### src/hw/rtl/pcpl_pkg.sv
// Shared types and constants of the palette code pixel lookup block.
package pcpl_pkg;

   // Default sizes
   localparam int PALETTE_DEPTH_DEF = 256;
   localparam int CODE_CHARS_DEF    = 4;

   // Item function codes
   localparam logic [1:0] FUNC_CLEAR  = 2'd0;
   localparam logic [1:0] FUNC_LOAD   = 2'd1;
   localparam logic [1:0] FUNC_LOOKUP = 2'd2;

   localparam logic [7:0] ALPHA_OPAQUE = 8'hFF;

   // Reset value of the code width register
   localparam logic [2:0] CPP_RESET = 3'd1;

   // Stored colour of one palette entry
   typedef struct packed {
      logic        transparent;
      logic [15:0] red;
      logic [15:0] green;
      logic [15:0] blue;
   } entry_color_type;

   // Token walking along the cell row (count travels beside it)
   typedef struct packed {
      logic            lookup;
      logic [31:0]     code;
      entry_color_type color;
      logic            found;
      entry_color_type hit_color;
   } cell_token_type;

   // Row-wide control to every cell
   typedef struct packed {
      logic        advance;
      logic [31:0] code_mask;
   } cell_ctrl_type;

endpackage

### src/hw/rtl/pcpl_cell.sv
// One palette entry cell: stores a code and colour, checks the passing token.
module pcpl_cell #(
   parameter int CNT_W      = 9,
   parameter int CELL_INDEX = 0
) (
   input  logic                    clock,
   input  logic                    reset,
   input  pcpl_pkg::cell_ctrl_type ctrl,
   input  logic                    tok_valid_i,
   input  pcpl_pkg::cell_token_type tok_i,
   input  logic [CNT_W-1:0]        cnt_i,
   output logic                    tok_valid_o,
   output pcpl_pkg::cell_token_type tok_o,
   output logic [CNT_W-1:0]        cnt_o
);

   localparam logic [CNT_W-1:0] MY_INDEX = CNT_W'(CELL_INDEX);
   localparam bit               IS_FIRST = (CELL_INDEX == 0);

   logic [31:0]               entry_code_ff;
   pcpl_pkg::entry_color_type entry_color_ff;
   logic                      tok_valid_ff;
   pcpl_pkg::cell_token_type  tok_ff;
   logic [CNT_W-1:0]          cnt_ff;

   logic                      tok_valid_in;
   pcpl_pkg::cell_token_type  tok_in;
   logic                      active;
   logic                      code_hit;
   logic                      write_en;

   // Compare and update the token as it passes
   always_comb begin
      active   = (MY_INDEX < cnt_i);
      code_hit = (((entry_code_ff ^ tok_i.code) & ctrl.code_mask) == 32'd0);
      write_en = ctrl.advance && tok_valid_i && !tok_i.lookup && (cnt_i == MY_INDEX);
      tok_valid_in = tok_valid_i;
      tok_in       = tok_i;
      if (tok_i.lookup && active && !tok_i.found) begin
         if (code_hit) begin
            tok_in.found     = 1'b1;
            tok_in.hit_color = entry_color_ff;
         end else if (IS_FIRST) begin
            // entry 0 is the fallback on a miss
            tok_in.hit_color = entry_color_ff;
         end
      end
   end

   // Entry storage, written by a load token aimed at this cell
   always_ff @(posedge clock) begin
      if (write_en) begin
         entry_code_ff  <= tok_i.code;
         entry_color_ff <= tok_i.color;
      end
   end

   // Token stage towards the next cell
   always_ff @(posedge clock) begin
      if (reset) begin
         tok_valid_ff <= 1'b0;
      end else if (ctrl.advance) begin
         tok_valid_ff <= tok_valid_in;
      end
   end

   always_ff @(posedge clock) begin
      if (ctrl.advance) begin
         tok_ff <= tok_in;
         cnt_ff <= cnt_i;
      end
   end

   assign tok_valid_o = tok_valid_ff;
   assign tok_o       = tok_ff;
   assign cnt_o       = cnt_ff;

endmodule

### config.mk
export PLATFORM = sky130hd
export DESIGN_NAME = pcpl_cell
export DESIGN_NICKNAME = d
export VERILOG_FILES = /design/src/hw/rtl/pcpl_pkg.sv /design/src/hw/rtl/pcpl_cell.sv
export SDC_FILE = /design/constraint.sdc
export NUM_CORES = 1
export LEC_CHECK = 0
export ABC_AREA = 1
export BUFFER_PORTS_ARGS = -buffer_cell sky130_fd_sc_hd__buf_2
export CAP_MARGIN = 15
export CORE_MARGIN = 3
export CORE_UTILIZATION = 35
export DETAILED_ROUTE_END_ITERATION = 10
export SYNTH_ARGS = -nofsm -noshare
export SYNTH_HDL_FRONTEND = slang
export SYNTH_SLANG_ARGS = --single-unit
export TNS_END_PERCENT = 10
### constraint.sdc
create_clock -name clock -period 21.1 [get_ports clock]
set_input_delay 0 -clock clock [delete_from_list [all_inputs] [get_ports clock]]
set_output_delay 0 -clock clock [all_outputs]
set_load 0.01 [all_outputs]
==> Word level (Yosys, flattened, before mapping) <==
Index checks and enable logic that the tools add are counted.
{ "op_classes": {"magnitude_cmp": 1, "mux": 2, "n_bitwise": 2, "n_reduce_logical": 9} }
{ "op_table": {"columns": ["op", "n"], "rows": [
  ["$mux 50", 1],
  ["$and 32x32->32", 1],
  ["$logic_not 32->1", 1],
  ["$xor 32x32->32", 1],
  ["$logic_not 9->1", 1],
  ["$lt 1x9->1 const A", 1],
  ["$logic_and 1x1->1", 5],
  ["$logic_not 1->1", 2],
  ["$mux 1", 1]
]} }
{ "word_totals": {"ff_bits": 223, "inputBits": 177, "output_inout_bits": 142, "wordCells": 32} }

==> Depth between registers and ports, before layout <==
Gate-level depths: netlist of run 1.
{ "depth": {"word_depth": 5, "ltp_mapped": 9} }

==> Worst setup path after synthesis of run 1 <==
Ideal clock, no wire load.
{ "synth_timing": {"path_kind": "input to register", "start": "in cnt_i[5]", "end": "reg entry_code_ff[0], enable pin", "arrival_time_ns": 7.892, "path_slack_ns": 12.487, "path_stages": 3, "n_path_buf": 0, "cell_sequence": "nor2_1 > nand3_1 > nor4_1"} }
{ "synth_via": {"elab_chain_len": 2} }
{ "synth_rtl": {"columns": ["item", "line", "text"], "rows": [
  ["from (decl)", "pcpl_cell.sv:11", "input logic [CNT_W-1:0] cnt_i,"],
  ["$logic_not 9->1", "pcpl_cell.sv:36", "write_en = ctrl.advance && tok_valid_i && !tok_i.lookup && (cnt_i == MY_INDEX);"],
  ["$logic_and 1x1->1", "pcpl_cell.sv:36", null],
  ["via write_en", "pcpl_cell.sv:30", "logic write_en;"],
  ["to (signal assigned)", "pcpl_cell.sv:53", "entry_code_ff <= tok_i.code;"],
  ["to (decl)", "pcpl_cell.sv:20", "logic [31:0] entry_code_ff;"]
]} }
The timed path passes the listed nets, and every way through them passes these cells.
A chain may end at the register's enable or synchronous reset.

==> impl_metrics.env, run 1 <==
export IMPL_status="finished, final reports clean"
export IMPL_seqCellArea_um2=6690
export IMPL_end_kind="flip-flop"
export IMPL_slew_viol_final=0
export IMPL_dp_hpwl_um=14100
export IMPL_grt_met2_usage_pct=28.8
export IMPL_holdWs_ns=0.0338
export IMPL_ir_worst_vdd_v=0.0000734
export IMPL_worstReg2RegStart="entry_code_ff[12]$_DFFE_PP_"
export IMPL_ys_flop_type="edfxtp_1"
export IMPL_cp_startpoint="cnt_i[6]"
export IMPL_grt_pass1_vias=6091
export IMPL_die_area_um2=25100
export IMPL_postCtsSetupRepairBufs=0
export IMPL_p_leak_uw=0.00511
export IMPL_power_density_nw_per_um2=81.4
export IMPL_grt_max_degree=82
export IMPL_final_nets=1199
export IMPL_clkTransAtPathRegs_ns=0.06
export IMPL_cts_tree="done"
export IMPL_nFillCells=1890
export IMPL_fp_dieW_um=158
export IMPL_multiInputGateArea_um2=1270
export IMPL_rows=55
export IMPL_die_y_um=158
export IMPL_maxCapViolCount=0
export IMPL_drt_pass1_iterations=4
export IMPL_grt_ovfl_total=0
export IMPL_crit_path_max_fanout=50
export IMPL_cp_start_kind="input pin"
export IMPL_yosysSeqAreaShare_pct=82.3
export IMPL_clockRootBuffer="clkbuf_16"
export IMPL_drt_first_iter_violations=251
export IMPL_cts_htree_levels=1
export IMPL_clk_latency_ns=0.50
export IMPL_coreArea_um2=22700
export IMPL_syn_inst=547
export IMPL_rsz0062_at_grt="no"
export IMPL_clock_sinks=223
export IMPL_min_path_type="input pin to flip-flop"
export IMPL_grt_util_met3_pct=4.43
export IMPL_synth_nets=724
export IMPL_drc=0
export IMPL_synth_top_cell_area_share_pct=82.1
export IMPL_io_pin_count=319
export IMPL_synth_warnings=0
export IMPL_yosysUniqueCellTypes=18
export IMPL_timing_final_crit_share_pct=10.9
export IMPL_cts_made_buffers=24
export IMPL_tightest_slew_ns=1.13
export IMPL_ant_nets=0
export IMPL_synth_area_leader_cell="edfxtp_1"
export IMPL_clockBufferDepth=3
export IMPL_netlist_top_cells_area="edfxtp_1 82%, nand2_1 7.5%, o21ai_0 2.4%, nand3_1 2.1%, or2_2 1.8%"
export IMPL_grt_busiest_layer="met2"
export IMPL_netlist_top_cells_count="222 x edfxtp_1, 163 x nand2_1, 39 x o21ai_0"
export IMPL_synth_area_um2=8120
export IMPL_setup_viol=0
export IMPL_vias_per_cell=4.50
export IMPL_port_buffers=318
export IMPL_path_class="input pin to flip-flop"
export IMPL_synthToLayoutAreaGrowth_pct=49.8
export IMPL_layout_min_cycle_time_ns=2.31
export IMPL_postSynth_asyncResetShare_pct=0
export IMPL_ys_ff_latch=223
export IMPL_finalHoldViolCount=0
export IMPL_grt_first_pass_wirelength_um=32500
export IMPL_cp_required_ns=21.35
export IMPL_grt_antenna_before_repair=1
export IMPL_initial_core_util_pct=35.8
export IMPL_cts_resized_gates=0
export IMPL_wl_per_cell_um=16.3
export IMPL_grt_use_met1_pct=20.0
export IMPL_synth_avg_cell_area_um2=14.8
export IMPL_hold_start="ctrl[32]"
export IMPL_num_vias=5957
export IMPL_synth_edf_count=222
export IMPL_drive_gt1_share_pct=36.6
export IMPL_yosysMostFrequentCell="edfxtp_1"
export IMPL_skew_ns=0.00488
export IMPL_tns_ns=0
export IMPL_relSlewSlack_pct=24.9
export IMPL_timing_fmax_mhz=433
export IMPL_gp_congestion=0.779
export IMPL_arrival_ns=2.56
export IMPL_track_usage_pct=16.5
export IMPL_drt_total_wl_um=21600
-- per-layer routing --
metal | wire length, um | up-vias
met5 | 0 | -
met4 | 601 | 0
met3 | 1700 | 42
met2 | 10900 | 240
met1 | 8430 | 2778
li1 | - | 2897
-- metrics by stage --
| stage | total power, uW | instance area [um^2] | utilization, % | std cells | worst slack [ns] |
|---|---|---|---|---|---|
| final | 990 | 12200 | 53.6 | 1325 | 18.79 |
| after CTS | 1000 | 12100 | 53.5 | 1323 | 18.57 |
| after global routing | 1030 | 12200 | 53.5 | 1324 | 18.56 |
| after global placement | 601 | 10000 | 44.1 | 1137 | 18.55 |
| after detailed placement | 602 | 10000 | 44.1 | 1137 | 18.54 |
| after floorplan | 552 | 8120 | - | 547 | 12.49 |
-- cell usage in the layout (no fill, tap or decap), drive strengths merged --
cell type      n
buf          321
edfxtp       222
nand2        164
dlygate4sd3  143
o21ai         49
nand3         34
clkbuf        31
or2           23
inv           21
nor2          16
clkinv        12
diode          1
nor4           1
a21oi          1
dfxtp          1
-- report_power, final --
group	switching (uW)	total [uW]	leakage (uW)	internal, uW
clock network	160	376	0.000348	216
registers	5.25	517	0.00212	511
logic	49.4	97.9	0.00264	48.5
total	215	990	0.00511	776
-- sequential cells by signal, indices dropped and copies added, names as in the netlist --
register,cells
tok_valid_o,1
entry_color_ff,49
entry_code_ff,32
tok_o,132
cnt_o,9
-- critical path, stage by stage --
cell           delay [ns]
dlygate4sd3_1        0.55
buf_2                0.13
nor2_1               0.19
nand3_1              0.20
nor2_4               0.83
nor2_4               0.16
buf_12               0.25
nand3_1              0.08
nor2_1               0.04
nand2_1              0.05
nand2_1              0.05
-- path summary, 6_finish.rpt --
check / to / slack, ns / depth (start not counted)
hold / removal: tok_o[111]$_DFFE_PP_ / 0.03 / 1
hold reg to reg: tok_o[42]$_DFFE_PP_ / 0.51 / 2
setup / recovery: tok_o[49]$_DFFE_PP_ / 18.79 / 11
setup reg to reg: tok_o[49]$_DFFE_PP_ / 19.74 / 8
-- kinds of logic after synthesis --
kind of cell	Yosys count	share of synthesized area [%]
flops	223	82.3
simple gates	238	12.5
buf+inv	36	2.10
compound gates	50	3.08
-- area by class of cell --
class                   instances  share of cell area, %
repair buffers                464                   25.2
diodes                          1                 0.0206
multi-input cells             288                   10.4
clock inverters                12                  0.463
well taps                     285                   2.93
flip-flops and latches        223                   55.0
clock buffers                  31                   5.33
inverters                      21                  0.648
-- timing repair --
item                                   CTS  global route
hold buffers                           143             0
setup endpoints to repair                0             0
endpoints found under the hold margin  223             0
No activity file was read; power rests on OpenSTA's default activity.
==> run 2: changes to the inputs <==
Settings changed: ABC_AREA 1 to 0.
Clock period 21.1 ns to 1.9 ns, I/O delays scaled along.
==> impl_metrics.env, run 2 <==
export IMPL_ant_nets=0
export IMPL_end_kind="flip-flop"
export IMPL_ys_flop_type="edfxtp_1"
export IMPL_wl_per_cell_um=18.1
export IMPL_synth_top_cell_area_share_pct=83.1
export IMPL_pre_cts_slack_ns=0.158
export IMPL_maxCapViolCount=0
export IMPL_slew_viol_final=0
export IMPL_grt_antenna_before_repair=0
export IMPL_status="finished, final reports clean"
export IMPL_drc=0
export IMPL_clock_sinks=223
export IMPL_nFillCells=1744
export IMPL_synth_area_um2=8020
export IMPL_n_antenna_cell=0
export IMPL_p_leak_uw=0.00497
export IMPL_cts_made_buffers=24
export IMPL_largest_reg_flops=132
export IMPL_syn_inst=340
export IMPL_rows=54
export IMPL_tightest_slew_ns=0.504
export IMPL_synth_warnings=0
export IMPL_cp_required_ns=2.14
export IMPL_fin_ws_ns=0.110
export IMPL_crit_path_max_fanout=21
export IMPL_finalNonFillerCells=1125
export IMPL_clkTransAtPathRegs_ns=0.06
export IMPL_yosysUniqueCellTypes=19
export IMPL_layout_min_cycle_time_ns=1.79
export IMPL_power_density_nw_per_um2=923
export IMPL_drive_gt1_share_pct=48.2
export IMPL_skew_ns=0.00516
export IMPL_vias_per_cell=4.54
export IMPL_cp_start_kind="input pin"
export IMPL_netlist_top_cells_area="edfxtp_1 83%, mux2_4 9.2%, xor2_1 3.5%, buf_12 1.2%, a22oi_1 1.1%"
export IMPL_drt_total_wl_um=20400
export IMPL_synth_area_leader_cell="edfxtp_1"
export IMPL_final_cell_mix="317 x buf_2, 222 x edfxtp_1, 143 x dlygate4sd3_1, 49 x mux2_4, 32 x xor2_1"
export IMPL_drt_first_iter_violations=209
export IMPL_initial_core_util_pct=36.2
export IMPL_timing_fmax_mhz=559
export IMPL_die_area_um2=24800
export IMPL_clk_latency_ns=0.50
export IMPL_track_usage_pct=15.7
export IMPL_timing_final_crit_share_pct=94.2
export IMPL_min_path_type="input pin to flip-flop"
export IMPL_synth_edf_count=222
export IMPL_arrival_ns=2.03
export IMPL_synth_nets=517
export IMPL_coreArea_um2=22200
export IMPL_clockRootBuffer="clkbuf_16"
export IMPL_grt_max_degree=91
export IMPL_grt_ovfl_total=0
export IMPL_synthToLayoutAreaGrowth_pct=51.8
export IMPL_gp_congestion=0.841
export IMPL_io_pin_count=319
export IMPL_yosysMostFrequentCell="edfxtp_1"
export IMPL_grt_pass1_vias=5487
export IMPL_final_common_cell="buf_2"
export IMPL_cts_htree_levels=1
export IMPL_yosysSeqAreaShare_pct=83.4
export IMPL_clockBufferDepth=3
export IMPL_ys_ff_latch=223
export IMPL_die_y_um=157
export IMPL_num_vias=5108
export IMPL_setup_viol=0
export IMPL_cts_resized_gates=0
export IMPL_finalHoldViolCount=0
export IMPL_postSynth_asyncResetShare_pct=0
export IMPL_ir_worst_vdd_v=0.000668
export IMPL_cts_tree="done"
export IMPL_final_nets=1007
export IMPL_drt_pass1_iterations=4
export IMPL_netlist_top_cells_count="222 x edfxtp_1, 49 x mux2_4, 32 x xor2_1"
export IMPL_dp_cells=941
export IMPL_dp_hpwl_um=13600
export IMPL_port_buffers=318
export IMPL_design_area_um2=12200
export IMPL_dpl_cell_area_um2=10000
export IMPL_path_class="input pin to flip-flop"
export IMPL_rsz0062_at_grt="no"
export IMPL_grt_first_pass_wirelength_um=30300
export IMPL_synth_avg_cell_area_um2=23.6
export IMPL_relSlewSlack_pct=66.4
export IMPL_fp_dieW_um=157
-- run 2: changes by cell type in the layout (fill, tap and decap cells not counted), moves of 12 or more --
| cell | change |
|---|---|
| xor2_1 | +32 |
| mux2_4 | +49 |
| or2_2 | -23 |
| a22oi_1 | +12 |
| o21ai_0 | -39 |
| inv_1 | -20 |
| nand3_1 | -33 |
| nor2_1 | -13 |
| nand2_1 | -162 |
-- run 2: logic make-up after synthesis --
kind of cell | count (synthesis) | share of synthesized area [%]
flip-flops | 223 | 83.4
multiplexers | 49 | 9.17
XOR/XNOR | 32 | 3.49
AO/OA/AOI/OAI | 18 | 1.75
AND/OR/NAND/NOR | 12 | 0.842
buffers and inverters | 6 | 1.39
-- run 2: cell type report --
type,count,area (um^2),area share (%)
Sequential cell,223,6690,54.9
Timing Repair Buffer,470,3160,25.9
Multi-Input combinational cell,111,1240,10.2
Clock buffer,32,652,5.35
Tap cell,280,350,2.88
Clock inverter,9,87.6,0.719
-- run 2: worst paths after layout --
kind / startpoint / end / slack [ns] / cells past startpoint
setup reg to reg: entry_code_ff[9]$_DFFE_PP_ / tok_o[49]$_DFFE_PP_ / 0.29 / 5
setup / recovery: cnt_i[4] / tok_o[18]$_DFFE_PP_ / 0.11 / 7
hold / removal: ctrl[32] / tok_o[49]$_DFFE_PP_ / 0.03 / 2
hold reg to reg: entry_color_ff[9]$_DFFE_PP_ / tok_o[9]$_DFFE_PP_ / 0.54 / 1
-- run 2: critical path, cell delays in order --
cell           delay, ns
dlygate4sd3_1       0.54
buf_2               0.14
nor4_2              0.28
nand3_1             0.19
and3b_4             0.33
buf_12              0.21
mux2_4              0.31
-- run 2: metal layers --
| metal | part of all wire, % | routed length (um) | global-route usage, % |
|---|---|---|---|
| met1 | 38 | 7690 | 17.9 |
| met2 | 51 | 10500 | 28.5 |
| met3 | 8.2 | 1670 | 4.48 |
| met4 | 2.5 | 512 | 4.67 |
| met5 | 0 | 0 | 0 |
-- run 2: through the flow --
stage | utilization [%] | hold WS (ns) | total power (uW) | TNS [ns]
2_1_floorplan | - | 0.0691 | 6170 | -75.43
3_3_place_gp | 45.2 | 0.178 | 6710 | 0
3_5_place_dp | 45.2 | 0.192 | 6730 | 0
4_1_cts | 55.0 | 0.0110 | 11400 | 0
5_1_grt | 55.0 | 0.0225 | 11700 | 0
6_report | 55.0 | 0.0265 | 11200 | 0
-- run 2: where the power goes --
part / total [uW] / internal (uW) / switching, uW
Combinational: 1120 / 617 / 502
Clock: 4390 / 2650 / 1740
Sequential: 5740 / 5670 / 64.4
Total: 11200 / 8940 / 2300
-- run 2: timing repair --
item | 4_1_cts | 5_1_grt
buffers inserted | 0 | 0
hold buffers | 143 | 0
hold endpoints to repair | 223 | 0
endpoints found under the setup margin | 0 | 0
==> run 3: changes to the inputs <==
Settings changed: CTS_BUF_LIST from default to sky130_fd_sc_hd__clkbuf_8 sky130_fd_sc_hd__clkbuf_16.
==> impl_metrics.env, run 3 (synthesized netlist as in run 2, its figures left out) <==
export IMPL_drive_gt1_share_pct=48.2
export IMPL_layout_min_cycle_time_ns=1.78
export IMPL_crit_path_max_fanout=21
export IMPL_holdWs_ns=0.0269
export IMPL_coreArea_um2=22200
export IMPL_cts_htree_levels=1
export IMPL_timing_fmax_mhz=561
export IMPL_nFillCells=1744
export IMPL_cts_made_buffers=24
export IMPL_num_vias=5088
export IMPL_min_path_type="input pin to flip-flop"
export IMPL_ctsHoldBuffers=143
export IMPL_seqPwrFrac_pct=51.2
export IMPL_cp_required_ns=2.15
export IMPL_relSlewSlack_pct=66.6
export IMPL_vias_per_cell=4.52
export IMPL_finalHoldViolCount=0
export IMPL_clock_sinks=223
export IMPL_gp_congestion=0.841
export IMPL_switching_share_pct=20.6
export IMPL_cts_resized_gates=0
export IMPL_wl_per_cell_um=18.1
export IMPL_grt_antenna_before_repair=0
export IMPL_p_leak_uw=0.00500
export IMPL_grt_pass1_vias=5487
export IMPL_timing_final_crit_share_pct=93.8
export IMPL_tightest_slew_ns=0.502
export IMPL_io_pin_count=319
export IMPL_die_y_um=157
export IMPL_slew_viol_final=0
export IMPL_clk_latency_ns=0.50
export IMPL_cts_tree="done"
export IMPL_status="finished, final reports clean"
export IMPL_final_cell_mix="317 x buf_2, 222 x edfxtp_1, 143 x dlygate4sd3_1, 49 x mux2_4, 32 x xor2_1"
export IMPL_dp_cells=941
export IMPL_arrival_ns=2.03
export IMPL_skew_ns=0.00522
export IMPL_grt_ovfl_total=0
export IMPL_synthToLayoutAreaGrowth_pct=51.8
export IMPL_fp_dieW_um=157
export IMPL_drt_first_iter_violations=196
export IMPL_design_area_um2=12200
export IMPL_grt_max_degree=91
export IMPL_ir_worst_vdd_v=0.000668
export IMPL_clkTransAtPathRegs_ns=0.06
export IMPL_drc=0
export IMPL_drt_total_wl_um=20300
export IMPL_postCtsSetupRepairBufs=0
export IMPL_clock_power_share_pct=38.8
export IMPL_n_antenna_cell=0
export IMPL_final_common_cell="buf_2"
export IMPL_p_sw_uw=2310
export IMPL_clockRootBuffer="clkbuf_16"
export IMPL_clockBufferDepth=3
export IMPL_internal_power_uw=8900
export IMPL_cp_start_kind="input pin"
export IMPL_rows=54
export IMPL_dpl_cell_area_um2=10000
export IMPL_largest_reg_flops=132
export IMPL_finalNonFillerCells=1125
export IMPL_track_usage_pct=15.7
export IMPL_rsz0062_at_grt="no"
export IMPL_grt_first_pass_wirelength_um=30300
export IMPL_die_area_um2=24800
export IMPL_final_nets=1007
export IMPL_setup_viol=0
export IMPL_path_class="input pin to flip-flop"
export IMPL_power_density_nw_per_um2=920
export IMPL_port_buffers=318
export IMPL_maxCapViolCount=0
export IMPL_dp_hpwl_um=13600
export IMPL_end_kind="flip-flop"
export IMPL_comb_power_share_pct=10.0
export IMPL_ant_nets=0
export IMPL_initial_core_util_pct=36.2
export IMPL_drt_pass1_iterations=4
[run 3: area by class of cell]
class	count	area, um^2	area share, %
sequential	223	6690	54.9
clock inverter	16	114	0.935
multi-input combinational	111	1240	10.2
timing repair buffer	470	3160	25.9
tap	280	350	2.88
clock buffer	25	626	5.14
[run 3: layer usage]
| layer | GRT usage [%] | part of all wire, % |
|---|---|---|
| met3 | 4.48 | 8.2 |
| met1 | 17.9 | 38 |
| met4 | 4.67 | 2.5 |
| met2 | 28.5 | 51 |
| met5 | 0 | 0 |
[run 3: power groups by stage]
stage | sequential, uW | combinational, uW | clock, uW
finish | 5740 | 1120 | 4350
global route | 5750 | 1200 | 4690
CTS | 5740 | 1120 | 4500
detailed placement | 5840 | 891 | 0
global placement | 5830 | 874 | 0
floorplan | 5960 | 212 | 0
[run 3: final timing paths]
| path | startpoint | to | slack (ns) | cells past startpoint |
|---|---|---|---|---|
| max | cnt_i[4] | tok_o[18]$_DFFE_PP_ | 0.12 | 7 |
| min | ctrl[32] | tok_o[49]$_DFFE_PP_ | 0.03 | 2 |
| max reg2reg | entry_code_ff[9]$_DFFE_PP_ | tok_o[49]$_DFFE_PP_ | 0.29 | 5 |
| min reg2reg | entry_color_ff[9]$_DFFE_PP_ | tok_o[9]$_DFFE_PP_ | 0.54 | 1 |
[run 3: stage by stage]
stage	setup slack [ns]	total power [uW]	TNS, ns	util [%]
floorplan	-0.931	6170	-75.43	-
global placement	0.220	6710	0	45.2
detailed placement	0.158	6730	0	45.2
CTS	0.157	11400	0	55.0
global route	0.00127	11600	0	55.0
finish	0.118	11200	0	55.0
[run 3: worst max-delay path: stages]
cell and delay [ns]:
dlygate4sd3_1 0.54, buf_2 0.14, nor4_2 0.28, nand3_1 0.19
and3b_4 0.33, buf_12 0.21, mux2_4 0.31
